===== config.mk =====
export PLATFORM = sky130hd
export DESIGN_NAME = bollinger_band_tracker
export DESIGN_NICKNAME = d
export VERILOG_FILES = /design/src/rtl/bbt_pkg.sv /design/src/rtl/bollinger_band_tracker.sv /design/src/rtl/bbt_ring.sv /design/src/rtl/bbt_isqrt.sv /design/src/rtl/bbt_divider.sv
export SDC_FILE = /design/constraint.sdc
export NUM_CORES = 2
export LEC_CHECK = 0
export ABC_AREA = 1
export BUFFER_PORTS_ARGS = -buffer_cell sky130_fd_sc_hd__buf_2
export CORE_MARGIN = 8
export CORE_UTILIZATION = 60
export CTS_CLUSTER_DIAMETER = 80
export DETAILED_ROUTE_END_ITERATION = 10
export PLACE_DENSITY = 0.73
export SLEW_MARGIN = 5
export SYNTH_ARGS = -nofsm -noshare
export SYNTH_HDL_FRONTEND = slang
export SYNTH_SLANG_ARGS = --single-unit

===== constraint.sdc =====
create_clock -name i_clk -period 15.6 [get_ports i_clk]
set_clock_uncertainty 0.2 [all_clocks]
set_input_delay 1.56 -clock i_clk [delete_from_list [all_inputs] [get_ports i_clk]]
set_output_delay 1.56 -clock i_clk [all_outputs]
set_load 0.1 [all_outputs]

===== src/rtl/bbt_pkg.sv =====
// Package for the Bollinger band tracker.
// Holds the shared constants, the sequencer state type and default parameter values.
// No dependencies.
package bbt_pkg;

    localparam int DEF_MAX_WINDOW  = 64;
    localparam int DEF_SAMPLE_BITS = 16;
    localparam int DEF_FRAC_BITS   = 8;

    localparam int CFG_W         = 7;
    localparam int WIN_LEN_RESET = 20;
    localparam int MIN_WINDOW    = 2;
    localparam int BAND_K        = 2;
    localparam int DIV_STEP      = 4;

    typedef enum logic [3:0] {
        ST_IDLE,
        ST_READ,
        ST_ADD,
        ST_SUB,
        ST_NQ_LO,
        ST_NQ_HI,
        ST_SS,
        ST_VAR,
        ST_START,
        ST_ROOT,
        ST_SIGMA,
        ST_DONE
    } t_state;

endpackage


===== src/rtl/bollinger_band_tracker.sv =====
// Top level of the Bollinger band tracker: sequencer, shared multiplier and running sums.
// Uses bbt_pkg, bbt_ring, bbt_isqrt and bbt_divider.
//
// Each price sample accepted on the slave stream yields one transaction on the master
// stream carrying the window mean and the mean plus and minus two standard deviations in
// fixed point, with tuser high once the window is full. The block works on one sample at
// a time and drops tready until that sample's result is in the output register. A sample
// taken while the window is still filling only updates the ring and the running sums; a
// full window also runs the one-bit-per-cycle square root loop beside the mean division,
// then the four-bit-per-cycle divider on the root to give the standard deviation.
// A stalled output register keeps tready low until it can take the new result. Writing
// the window length clears the window, and tuser high on an input sample clears it
// before that sample is taken.
module bollinger_band_tracker
    import bbt_pkg::*;
#(
    parameter int MAX_WINDOW  = DEF_MAX_WINDOW,
    parameter int SAMPLE_BITS = DEF_SAMPLE_BITS,
    parameter int FRAC_BITS   = DEF_FRAC_BITS,
    localparam int MID_W  = SAMPLE_BITS + FRAC_BITS,
    localparam int BAND_W = MID_W + 1,
    localparam int IN_DW  = ((SAMPLE_BITS + 7) / 8) * 8,
    localparam int OUT_DW = ((MID_W + 2 * BAND_W + 7) / 8) * 8
) (
    input  logic              i_clk,
    input  logic              i_rst_n,
    input  logic              i_cfg_wr_en,
    input  logic [CFG_W-1:0]  i_cfg_wr_data,
    input  logic              s_axis_tvalid,
    output logic              s_axis_tready,
    input  logic [IN_DW-1:0]  s_axis_tdata,   // price_sample
    input  logic              s_axis_tuser,   // series_start
    output logic              m_axis_tvalid,
    input  logic              m_axis_tready,
    output logic [OUT_DW-1:0] m_axis_tdata,   // middle_band, upper_band, lower_band
    output logic              m_axis_tuser    // bands_valid
);

    localparam int AW      = $clog2(MAX_WINDOW);
    localparam int NB      = $clog2(MAX_WINDOW + 1);
    localparam int PW      = NB + 1;
    localparam int SUM_W   = SAMPLE_BITS + AW;
    localparam int Q_W     = 2 * SAMPLE_BITS + AW;
    localparam int VAR_W   = Q_W + NB;
    localparam int R_W     = (VAR_W + 2 * FRAC_BITS + 1) / 2;
    localparam int DIV_RAW = (SUM_W + FRAC_BITS > R_W) ? SUM_W + FRAC_BITS : R_W;
    localparam int DIV_W   = ((DIV_RAW + DIV_STEP - 1) / DIV_STEP) * DIV_STEP;

    t_state r_state;
    t_state n_state;

    logic [CFG_W-1:0]       r_win_len;
    logic [NB-1:0]          r_fill;
    logic [AW-1:0]          r_slot;
    logic [SUM_W-1:0]       r_sum;
    logic [Q_W-1:0]         r_sq_sum;
    logic [SAMPLE_BITS-1:0] r_x;
    logic                   r_drop;
    logic                   r_full;
    logic [2*SUM_W-1:0]     r_prod;
    logic [VAR_W-1:0]       r_acc;
    logic [MID_W-1:0]       r_mean;

    logic                   r_out_valid;
    logic                   r_out_flag;
    logic [MID_W-1:0]       r_out_mid;
    logic [BAND_W-1:0]      r_out_up;
    logic [BAND_W-1:0]      r_out_low;

    logic [NB-1:0]          win_n;
    logic [AW-1:0]          old_slot;
    logic [SAMPLE_BITS-1:0] rd_data;
    logic                   ring_rd_en;
    logic                   ring_wr_en;
    logic [SUM_W-1:0]       mul_a;
    logic [SUM_W-1:0]       mul_b;
    logic [2*SUM_W-1:0]     mul_p;
    logic                   sqrt_start;
    logic                   sqrt_busy;
    logic [R_W-1:0]         sqrt_root;
    logic                   div_start;
    logic                   div_busy;
    logic [DIV_W-1:0]       div_dividend;
    logic [DIV_W-1:0]       div_quot;
    logic                   in_acc;
    logic                   out_load;
    logic [MID_W-1:0]       sigma;
    logic [BAND_W-1:0]      span;

    always_comb begin
        logic [31:0] len32;
        len32 = 32'(r_win_len);
        if (len32 < 32'(MIN_WINDOW)) begin
            win_n = NB'(MIN_WINDOW);
        end else if (len32 > 32'(MAX_WINDOW)) begin
            win_n = NB'(MAX_WINDOW);
        end else begin
            win_n = NB'(len32);
        end
    end

    always_comb begin
        logic [PW-1:0] s_ext;
        logic [PW-1:0] n_ext;
        logic [PW-1:0] o_ext;
        s_ext = PW'(r_slot);
        n_ext = PW'(win_n);
        if (s_ext >= n_ext) begin
            o_ext = s_ext - n_ext;
        end else begin
            o_ext = s_ext + PW'(MAX_WINDOW) - n_ext;
        end
        old_slot = AW'(o_ext);
    end

    assign in_acc   = s_axis_tvalid && s_axis_tready;
    assign mul_p    = mul_a * mul_b;
    assign sigma    = MID_W'(div_quot);
    assign span     = BAND_W'(sigma) * BAND_W'(BAND_K);

    always_ff @(posedge i_clk) begin
        if (!i_rst_n) begin
            r_state <= ST_IDLE;
        end else begin
            r_state <= n_state;
        end
    end

    always_comb begin
        n_state      = r_state;
        ring_rd_en   = 1'b0;
        ring_wr_en   = 1'b0;
        mul_a        = '0;
        mul_b        = '0;
        sqrt_start   = 1'b0;
        div_start    = 1'b0;
        div_dividend = DIV_W'(sqrt_root);
        out_load     = 1'b0;
        case (r_state)
            ST_IDLE: begin
                if (in_acc) begin
                    n_state = ST_READ;
                end
            end
            ST_READ: begin
                ring_rd_en = 1'b1;
                mul_a      = SUM_W'(r_x);
                mul_b      = SUM_W'(r_x);
                n_state    = ST_ADD;
            end
            ST_ADD: begin
                ring_wr_en = 1'b1;
                mul_a      = SUM_W'(rd_data);
                mul_b      = SUM_W'(rd_data);
                n_state    = ST_SUB;
            end
            ST_SUB: begin
                n_state = (r_fill >= win_n) ? ST_NQ_LO : ST_DONE;
            end
            ST_NQ_LO: begin
                mul_a   = SUM_W'(win_n);
                mul_b   = r_sq_sum[SUM_W-1:0];
                n_state = ST_NQ_HI;
            end
            ST_NQ_HI: begin
                mul_a   = SUM_W'(win_n);
                mul_b   = SUM_W'(r_sq_sum[Q_W-1:SUM_W]);
                n_state = ST_SS;
            end
            ST_SS: begin
                mul_a   = r_sum;
                mul_b   = r_sum;
                n_state = ST_VAR;
            end
            ST_VAR: begin
                n_state = ST_START;
            end
            ST_START: begin
                sqrt_start   = 1'b1;
                div_start    = 1'b1;
                div_dividend = DIV_W'(r_sum) << FRAC_BITS;
                n_state      = ST_ROOT;
            end
            ST_ROOT: begin
                if (!sqrt_busy && !div_busy) begin
                    div_start = 1'b1;
                    n_state   = ST_SIGMA;
                end
            end
            ST_SIGMA: begin
                if (!div_busy) begin
                    n_state = ST_DONE;
                end
            end
            ST_DONE: begin
                if (!r_out_valid || m_axis_tready) begin
                    out_load = 1'b1;
                    n_state  = ST_IDLE;
                end
            end
            default: begin
                n_state = ST_IDLE;
            end
        endcase
    end

    always_ff @(posedge i_clk) begin
        if (!i_rst_n) begin
            r_win_len <= CFG_W'(WIN_LEN_RESET);
            r_fill    <= '0;
            r_slot    <= '0;
            r_sum     <= '0;
            r_sq_sum  <= '0;
        end else if (i_cfg_wr_en) begin
            r_win_len <= i_cfg_wr_data;
            r_fill    <= '0;
            r_slot    <= '0;
            r_sum     <= '0;
            r_sq_sum  <= '0;
        end else begin
            case (r_state)
                ST_IDLE: begin
                    if (in_acc && s_axis_tuser) begin
                        r_fill   <= '0;
                        r_slot   <= '0;
                        r_sum    <= '0;
                        r_sq_sum <= '0;
                    end
                end
                ST_ADD: begin
                    r_sum    <= r_sum + SUM_W'(r_x);
                    r_sq_sum <= r_sq_sum + Q_W'(r_prod);
                    r_slot   <= (r_slot == AW'(MAX_WINDOW - 1)) ? '0 : r_slot + 1'b1;
                    if (r_fill < win_n) begin
                        r_fill <= r_fill + 1'b1;
                    end
                end
                ST_SUB: begin
                    if (r_drop) begin
                        r_sum    <= r_sum - SUM_W'(rd_data);
                        r_sq_sum <= r_sq_sum - Q_W'(r_prod);
                    end
                end
                default: begin
                end
            endcase
        end
    end

    always_ff @(posedge i_clk) begin
        r_prod <= mul_p;
        case (r_state)
            ST_IDLE: begin
                if (in_acc) begin
                    r_x <= s_axis_tdata[SAMPLE_BITS-1:0];
                end
            end
            ST_READ: begin
                r_drop <= (r_fill >= win_n);
            end
            ST_SUB: begin
                r_full <= (r_fill >= win_n);
            end
            ST_NQ_HI: begin
                r_acc <= VAR_W'(r_prod);
            end
            ST_SS: begin
                r_acc <= r_acc + VAR_W'({r_prod, SUM_W'(0)});
            end
            ST_VAR: begin
                r_acc <= r_acc - VAR_W'(r_prod);
            end
            ST_ROOT: begin
                if (!sqrt_busy && !div_busy) begin
                    r_mean <= MID_W'(div_quot);
                end
            end
            default: begin
            end
        endcase
    end

    always_ff @(posedge i_clk) begin
        if (!i_rst_n) begin
            r_out_valid <= 1'b0;
        end else if (out_load) begin
            r_out_valid <= 1'b1;
        end else if (m_axis_tready) begin
            r_out_valid <= 1'b0;
        end
    end

    always_ff @(posedge i_clk) begin
        if (out_load) begin
            r_out_flag <= r_full;
            if (r_full) begin
                r_out_mid <= r_mean;
                r_out_up  <= BAND_W'(r_mean) + span;
                r_out_low <= BAND_W'(r_mean) - span;
            end else begin
                r_out_mid <= '0;
                r_out_up  <= '0;
                r_out_low <= '0;
            end
        end
    end

    bbt_ring #(
        .DEPTH (MAX_WINDOW),
        .WIDTH (SAMPLE_BITS),
        .AW    (AW)
    ) u_ring (
        .i_clk     (i_clk),
        .i_wr_en   (ring_wr_en),
        .i_wr_addr (r_slot),
        .i_wr_data (r_x),
        .i_rd_en   (ring_rd_en),
        .i_rd_addr (old_slot),
        .o_rd_data (rd_data)
    );

    bbt_isqrt #(
        .R_W (R_W)
    ) u_isqrt (
        .i_clk   (i_clk),
        .i_rst_n (i_rst_n),
        .i_start (sqrt_start),
        .i_value ((2*R_W)'(r_acc) << (2 * FRAC_BITS)),
        .o_busy  (sqrt_busy),
        .o_root  (sqrt_root)
    );

    bbt_divider #(
        .DIV_W (DIV_W),
        .NB    (NB)
    ) u_divider (
        .i_clk      (i_clk),
        .i_rst_n    (i_rst_n),
        .i_start    (div_start),
        .i_dividend (div_dividend),
        .i_divisor  (win_n),
        .o_busy     (div_busy),
        .o_quot     (div_quot)
    );

    assign s_axis_tready = (r_state == ST_IDLE);
    assign m_axis_tvalid = r_out_valid;
    assign m_axis_tuser  = r_out_flag;
    assign m_axis_tdata  = OUT_DW'({r_out_low, r_out_up, r_out_mid});

    a_one_item: assert property (@(posedge i_clk) disable iff (!i_rst_n)
        (s_axis_tvalid && s_axis_tready) |=> !s_axis_tready)
        else $error("Input accepted twice in a row.");

    a_fill_bound: assert property (@(posedge i_clk) disable iff (!i_rst_n)
        r_fill <= win_n)
        else $error("Fill count exceeds the window length.");

    a_slot_bound: assert property (@(posedge i_clk) disable iff (!i_rst_n)
        r_slot <= AW'(MAX_WINDOW - 1))
        else $error("Write slot outside the ring.");

    a_units_idle: assert property (@(posedge i_clk) disable iff (!i_rst_n)
        (r_state == ST_IDLE) |-> (!sqrt_busy && !div_busy))
        else $error("Arithmetic unit busy while the sequencer is idle.");

endmodule


===== src/rtl/bbt_ring.sv =====
// Sample ring memory for the Bollinger band tracker.
// One write port and one read port with registered read data; no dependencies.
module bbt_ring #(
    parameter int DEPTH = 64,
    parameter int WIDTH = 16,
    parameter int AW    = 6
) (
    input  logic             i_clk,
    input  logic             i_wr_en,
    input  logic [AW-1:0]    i_wr_addr,
    input  logic [WIDTH-1:0] i_wr_data,
    input  logic             i_rd_en,
    input  logic [AW-1:0]    i_rd_addr,
    output logic [WIDTH-1:0] o_rd_data
);

    logic [WIDTH-1:0] r_mem [DEPTH];
    logic [WIDTH-1:0] r_rd_data;

    always_ff @(posedge i_clk) begin
        if (i_wr_en) begin
            r_mem[i_wr_addr] <= i_wr_data;
        end
    end

    always_ff @(posedge i_clk) begin
        if (i_rd_en) begin
            r_rd_data <= r_mem[i_rd_addr];
        end
    end

    assign o_rd_data = r_rd_data;

endmodule


===== src/rtl/bbt_isqrt.sv =====
// Iterative integer square root for the Bollinger band tracker.
// Produces one root bit per cycle; no dependencies.
module bbt_isqrt #(
    parameter int R_W = 31
) (
    input  logic             i_clk,
    input  logic             i_rst_n,
    input  logic             i_start,
    input  logic [2*R_W-1:0] i_value,
    output logic             o_busy,
    output logic [R_W-1:0]   o_root
);

    localparam int CNT_W = $clog2(R_W + 1);

    logic [2*R_W-1:0] r_v;
    logic [R_W:0]     r_rem;
    logic [R_W-1:0]   r_root;
    logic [CNT_W-1:0] r_cnt;
    logic             r_busy;

    logic [R_W+2:0] rem_sh;
    logic [R_W+2:0] trial;
    logic           ge;

    always_comb begin
        rem_sh = {r_rem, r_v[2*R_W-1 -: 2]};
        trial  = {1'b0, r_root, 2'b01};
        ge     = (rem_sh >= trial);
    end

    always_ff @(posedge i_clk) begin
        if (!i_rst_n) begin
            r_busy <= 1'b0;
            r_cnt  <= '0;
        end else if (i_start) begin
            r_busy <= 1'b1;
            r_cnt  <= CNT_W'(R_W);
        end else if (r_busy) begin
            r_cnt <= r_cnt - 1'b1;
            if (r_cnt == CNT_W'(1)) begin
                r_busy <= 1'b0;
            end
        end
    end

    always_ff @(posedge i_clk) begin
        if (i_start) begin
            r_v    <= i_value;
            r_rem  <= '0;
            r_root <= '0;
        end else if (r_busy) begin
            r_v    <= r_v << 2;
            r_root <= {r_root[R_W-2:0], ge};
            if (ge) begin
                r_rem <= (R_W+1)'(rem_sh - trial);
            end else begin
                r_rem <= (R_W+1)'(rem_sh);
            end
        end
    end

    assign o_busy = r_busy;
    assign o_root = r_root;

endmodule


===== src/rtl/bbt_divider.sv =====
// Shared iterative divider for the Bollinger band tracker.
// Retires DIV_STEP quotient bits per cycle against a narrow divisor; uses bbt_pkg.
module bbt_divider
    import bbt_pkg::*;
#(
    parameter int DIV_W = 32,
    parameter int NB    = 7
) (
    input  logic             i_clk,
    input  logic             i_rst_n,
    input  logic             i_start,
    input  logic [DIV_W-1:0] i_dividend,
    input  logic [NB-1:0]    i_divisor,
    output logic             o_busy,
    output logic [DIV_W-1:0] o_quot
);

    localparam int DIV_CYC = DIV_W / DIV_STEP;
    localparam int CNT_W   = $clog2(DIV_CYC + 1);

    logic [DIV_W-1:0] r_q;
    logic [NB-1:0]    r_rem;
    logic [NB-1:0]    r_div;
    logic [CNT_W-1:0] r_cnt;
    logic             r_busy;

    logic [DIV_W-1:0] q_nx;
    logic [NB-1:0]    rem_nx;

    always_comb begin
        logic [NB:0] rem2;
        logic        ge;
        q_nx   = r_q;
        rem_nx = r_rem;
        for (int k = 0; k < DIV_STEP; k++) begin
            rem2 = {rem_nx, q_nx[DIV_W-1]};
            ge   = (rem2 >= {1'b0, r_div});
            if (ge) begin
                rem_nx = NB'(rem2 - {1'b0, r_div});
            end else begin
                rem_nx = NB'(rem2);
            end
            q_nx = {q_nx[DIV_W-2:0], ge};
        end
    end

    always_ff @(posedge i_clk) begin
        if (!i_rst_n) begin
            r_busy <= 1'b0;
            r_cnt  <= '0;
        end else if (i_start) begin
            r_busy <= 1'b1;
            r_cnt  <= CNT_W'(DIV_CYC);
        end else if (r_busy) begin
            r_cnt <= r_cnt - 1'b1;
            if (r_cnt == CNT_W'(1)) begin
                r_busy <= 1'b0;
            end
        end
    end

    always_ff @(posedge i_clk) begin
        if (i_start) begin
            r_q   <= i_dividend;
            r_rem <= '0;
            r_div <= i_divisor;
        end else if (r_busy) begin
            r_q   <= q_nx;
            r_rem <= rem_nx;
        end
    end

    assign o_busy = r_busy;
    assign o_quot = r_q;

endmodule


==> out/results.txt <==
Worst-path clk slew = 60 ps
All-Layer GR Usage = 0.3455
CTS tree = done
Filler cells = 11708
Post-synth top flop = edfxtp_1
die width = 401.3 um
CP arrival = 10200 ps
Pwr Density = 137.9 nW/um^2
number of remaining DRC errors = 0
GRT overflow = 0
unique cell type count in the Yosys netlist = 65
NumNets Final = 10370
setup bufs post-CTS = 0
H-tree levels = 4
critical-path cell with the highest stage delay = nor3_1
number of global-route vias before repair = 69762
fin util = 0.6587
Worst path most repeated cell = fa_1
EDFF count, synth = 1283
commonest cells after routing, fill and taps aside = nand2_1 (1522), edfxtp_1 (1283), inv_1 (1251), nor2_1 (1184), o21ai_0 (928)
row count = 141
final wirelength = 286900 um
initial core utilization = 0.6038
fin. max-slew vios = 0
Mapped Cells = 9485
number of failing hold endpoints at the final stage = 0
Startpoint Class = flip-flop
Netlist Area Pre-Place = 89050 sq um
headroom to the max-slew limit = 0.1386
Leak = 39.64 nW
CTS Buf Count = 158
WS Path Type = reg -> reg
Syn Area/Cell = 9.389 sq um
Pre-Repair DR Iteration Count = 7
hold bufs inserted after CTS = 0
die height = 401.3 um
largest net degree at the start of global routing = 159
dpl hpwl = 205000 um
largest fanout on the critical path = 31
register area share after synthesis = 0.4801
RSZ-0062 raised after global routing = false
Ys Warns = 0
CTS Root Cell = clkbuf_16
Worst-Skew Late Latency = 820 ps
I/O Pins = 112
Iter 0 DRT Violations = 8075
global-route wire length before repair = 428500 um
Port-buffer cells = 105
Tmin final = 9693 ps
commonest non-fill, non-tap cell in the layout = nand2_1
status = finished, final reports clean
Die Area = 161000 sq um
final worst-path cycle share = 0.6214
RePlAce Congestion = 1.005
fmax = 103.2 MHz
Core Region = 147500 sq um
ANT nets after route = 0
Least-Margin Pin Slew = 1291 ps
worst vdd ir = 0.1764 mV
Vias/cell = 6.154
DR WL/cell = 24.76 um
TNS Setup = 0 ps
flops & latches, synth = 1494
Synth-to-Final Area Change = 9.086%
layout cells sized above 1 = 0.06370
Final setup viols = 0
cts repair resizes = 0
antenna violations before repair = 5
worst hold-check path type = reg -> reg
async set or reset register ratio after synthesis = 0
Worst setup EP type = flip-flop
worst stage delay on the critical path = 900 ps
CTS sink cnt = 1494
Clock Path Buffers = 3
maximum capacitance violations = 0
Crit path required time = 16100 ps
DR vias = 71315
[synthesized netlist by cell type, types with 15 or more instances]
library cell,instances,area [sq um]
nor2_2,17,106.4
ha_1,410,5130
xnor2_1,30,262.8
o211ai_1,27,202.7
or2_2,25,156.4
o22ai_1,143,894.6
a22oi_1,65,488.0
o21ai_1,21,105.1
buf_1,23,86.33
a21oi_1,471,2357
nor2_1,1196,4489
buf_4,22,165.2
a31oi_1,105,656.9
nor3_1,63,315.3
buf_2,47,235.2
mux2i_1,15,150.1
nand3_1,325,1627
inv_1,1257,4718
a21o_1,33,247.7
inv_2,30,112.6
o21ai_0,928,4644
edfxtp_1,1283,38530
fa_1,408,8168
nor4_1,28,175.2
nand4_1,55,344.1
nand2_1,1522,5713
o21bai_1,38,285.3
dfxtp_1,211,4224
xor2_1,125,1095
o221ai_1,126,1104
o21a_1,28,210.2
clkbuf_1,284,1066
[stage by stage]
step / hold WS [ps] / setup slack [ps] / instance area (sq um) / power [mW] / instances
floorplan: 222.8 / 8095 / 89070 / 7.959 / 9490
global placement: 238.7 / 6195 / 91670 / 9.376 / 11293
detailed placement: 261.4 / 5996 / 91670 / 9.418 / 11293
CTS: 275.5 / 5978 / 97130 / 13.30 / 11585
global route: 288.4 / 5453 / 97130 / 14.04 / 11585
finish: 275.9 / 5907 / 97140 / 13.39 / 11588
[per-layer routing]
layer,global-route usage,vias up,routed length (um)
met2,0.5625,3864,133800
met3,0.06387,702,27220
met5,0,-,37
li1,-,32203,-
met4,0.1675,6,16010
met1,0.4487,34540,109800
[registers in the layout, indices dropped and copies added (netlist names), 4 cells and up]
name,flops
u_divider.r_cnt,4
r_mean,24
r_slot,6
u_divider.o_quot,32
u_isqrt.r_v,46
u_isqrt.o_root,31
r_out_up,24
r_out_mid,24
r_win_len,7
u_divider.r_div,7
r_x,16
r_sum,22
u_isqrt.r_cnt,5
r_sq_sum,38
r_fill,7
r_out_low,23
r_state,4
r_prod,44
r_acc,45
u_divider.r_rem,7
u_ring.o_rd_data,16
u_isqrt.r_rem,32
u_ring.r_mem,1024
[cell families (layout without fill, tap and decap cells)]
group / Yosys count / in the layout / share of synthesized area
compound gates: 2063 / 2063 / 0.1332
other cells: 1 / 9 / 0.00004211
xor+xnor: 155 / 155 / 0.01524
flops: 1494 / 1494 / 0.4801
fa+ha+maj: 818 / 818 / 0.1493
simple gates: 3263 / 3263 / 0.1482
buf+inv: 1676 / 1841 / 0.07225
mux: 15 / 15 / 0.001686
[worst paths after layout]
path | depth (start not counted) | to | start | slack [ps]
max | 33 | r_prod[38] | r_state[3] | 5910
min | 2 | u_isqrt.o_root[6] | u_isqrt.o_root[5] | 280
max reg2reg | 33 | r_prod[38] | r_state[3] | 5910
min reg2reg | 2 | u_isqrt.o_root[6] | u_isqrt.o_root[5] | 280
[cell type report]
class,instances,area [sq um],share of cell area
diodes,3,7.507,0.00007728
clock buffers,201,4270,0.04396
flip-flops and latches,1494,42750,0.4401
inverters,1300,4897,0.05041
repair buffers,249,1632,0.01680
multi-input cells,6320,39980,0.4115
clock inverters,91,1191,0.01226
well taps,1930,2415,0.02486
[report_power, final]
group / switching [mW] / internal (mW)
combinational: 3.36 / 1.45
clock: 1.67 / 2.24
sequential: 0.174 / 4.50
[worst max-delay path, delay by kind of cell, from the launching register on]
family                   cells  cell delay (ps)
XOR/XNOR                     1              150
adder cells (fa/ha/maj)      8             3770
buffers and inverters        9             1950
AO/OA/AOI/OAI                2              600
AND/OR/NAND/NOR             13             2510
flip-flops                   1              390
Power figures use the tool's default switching activity.
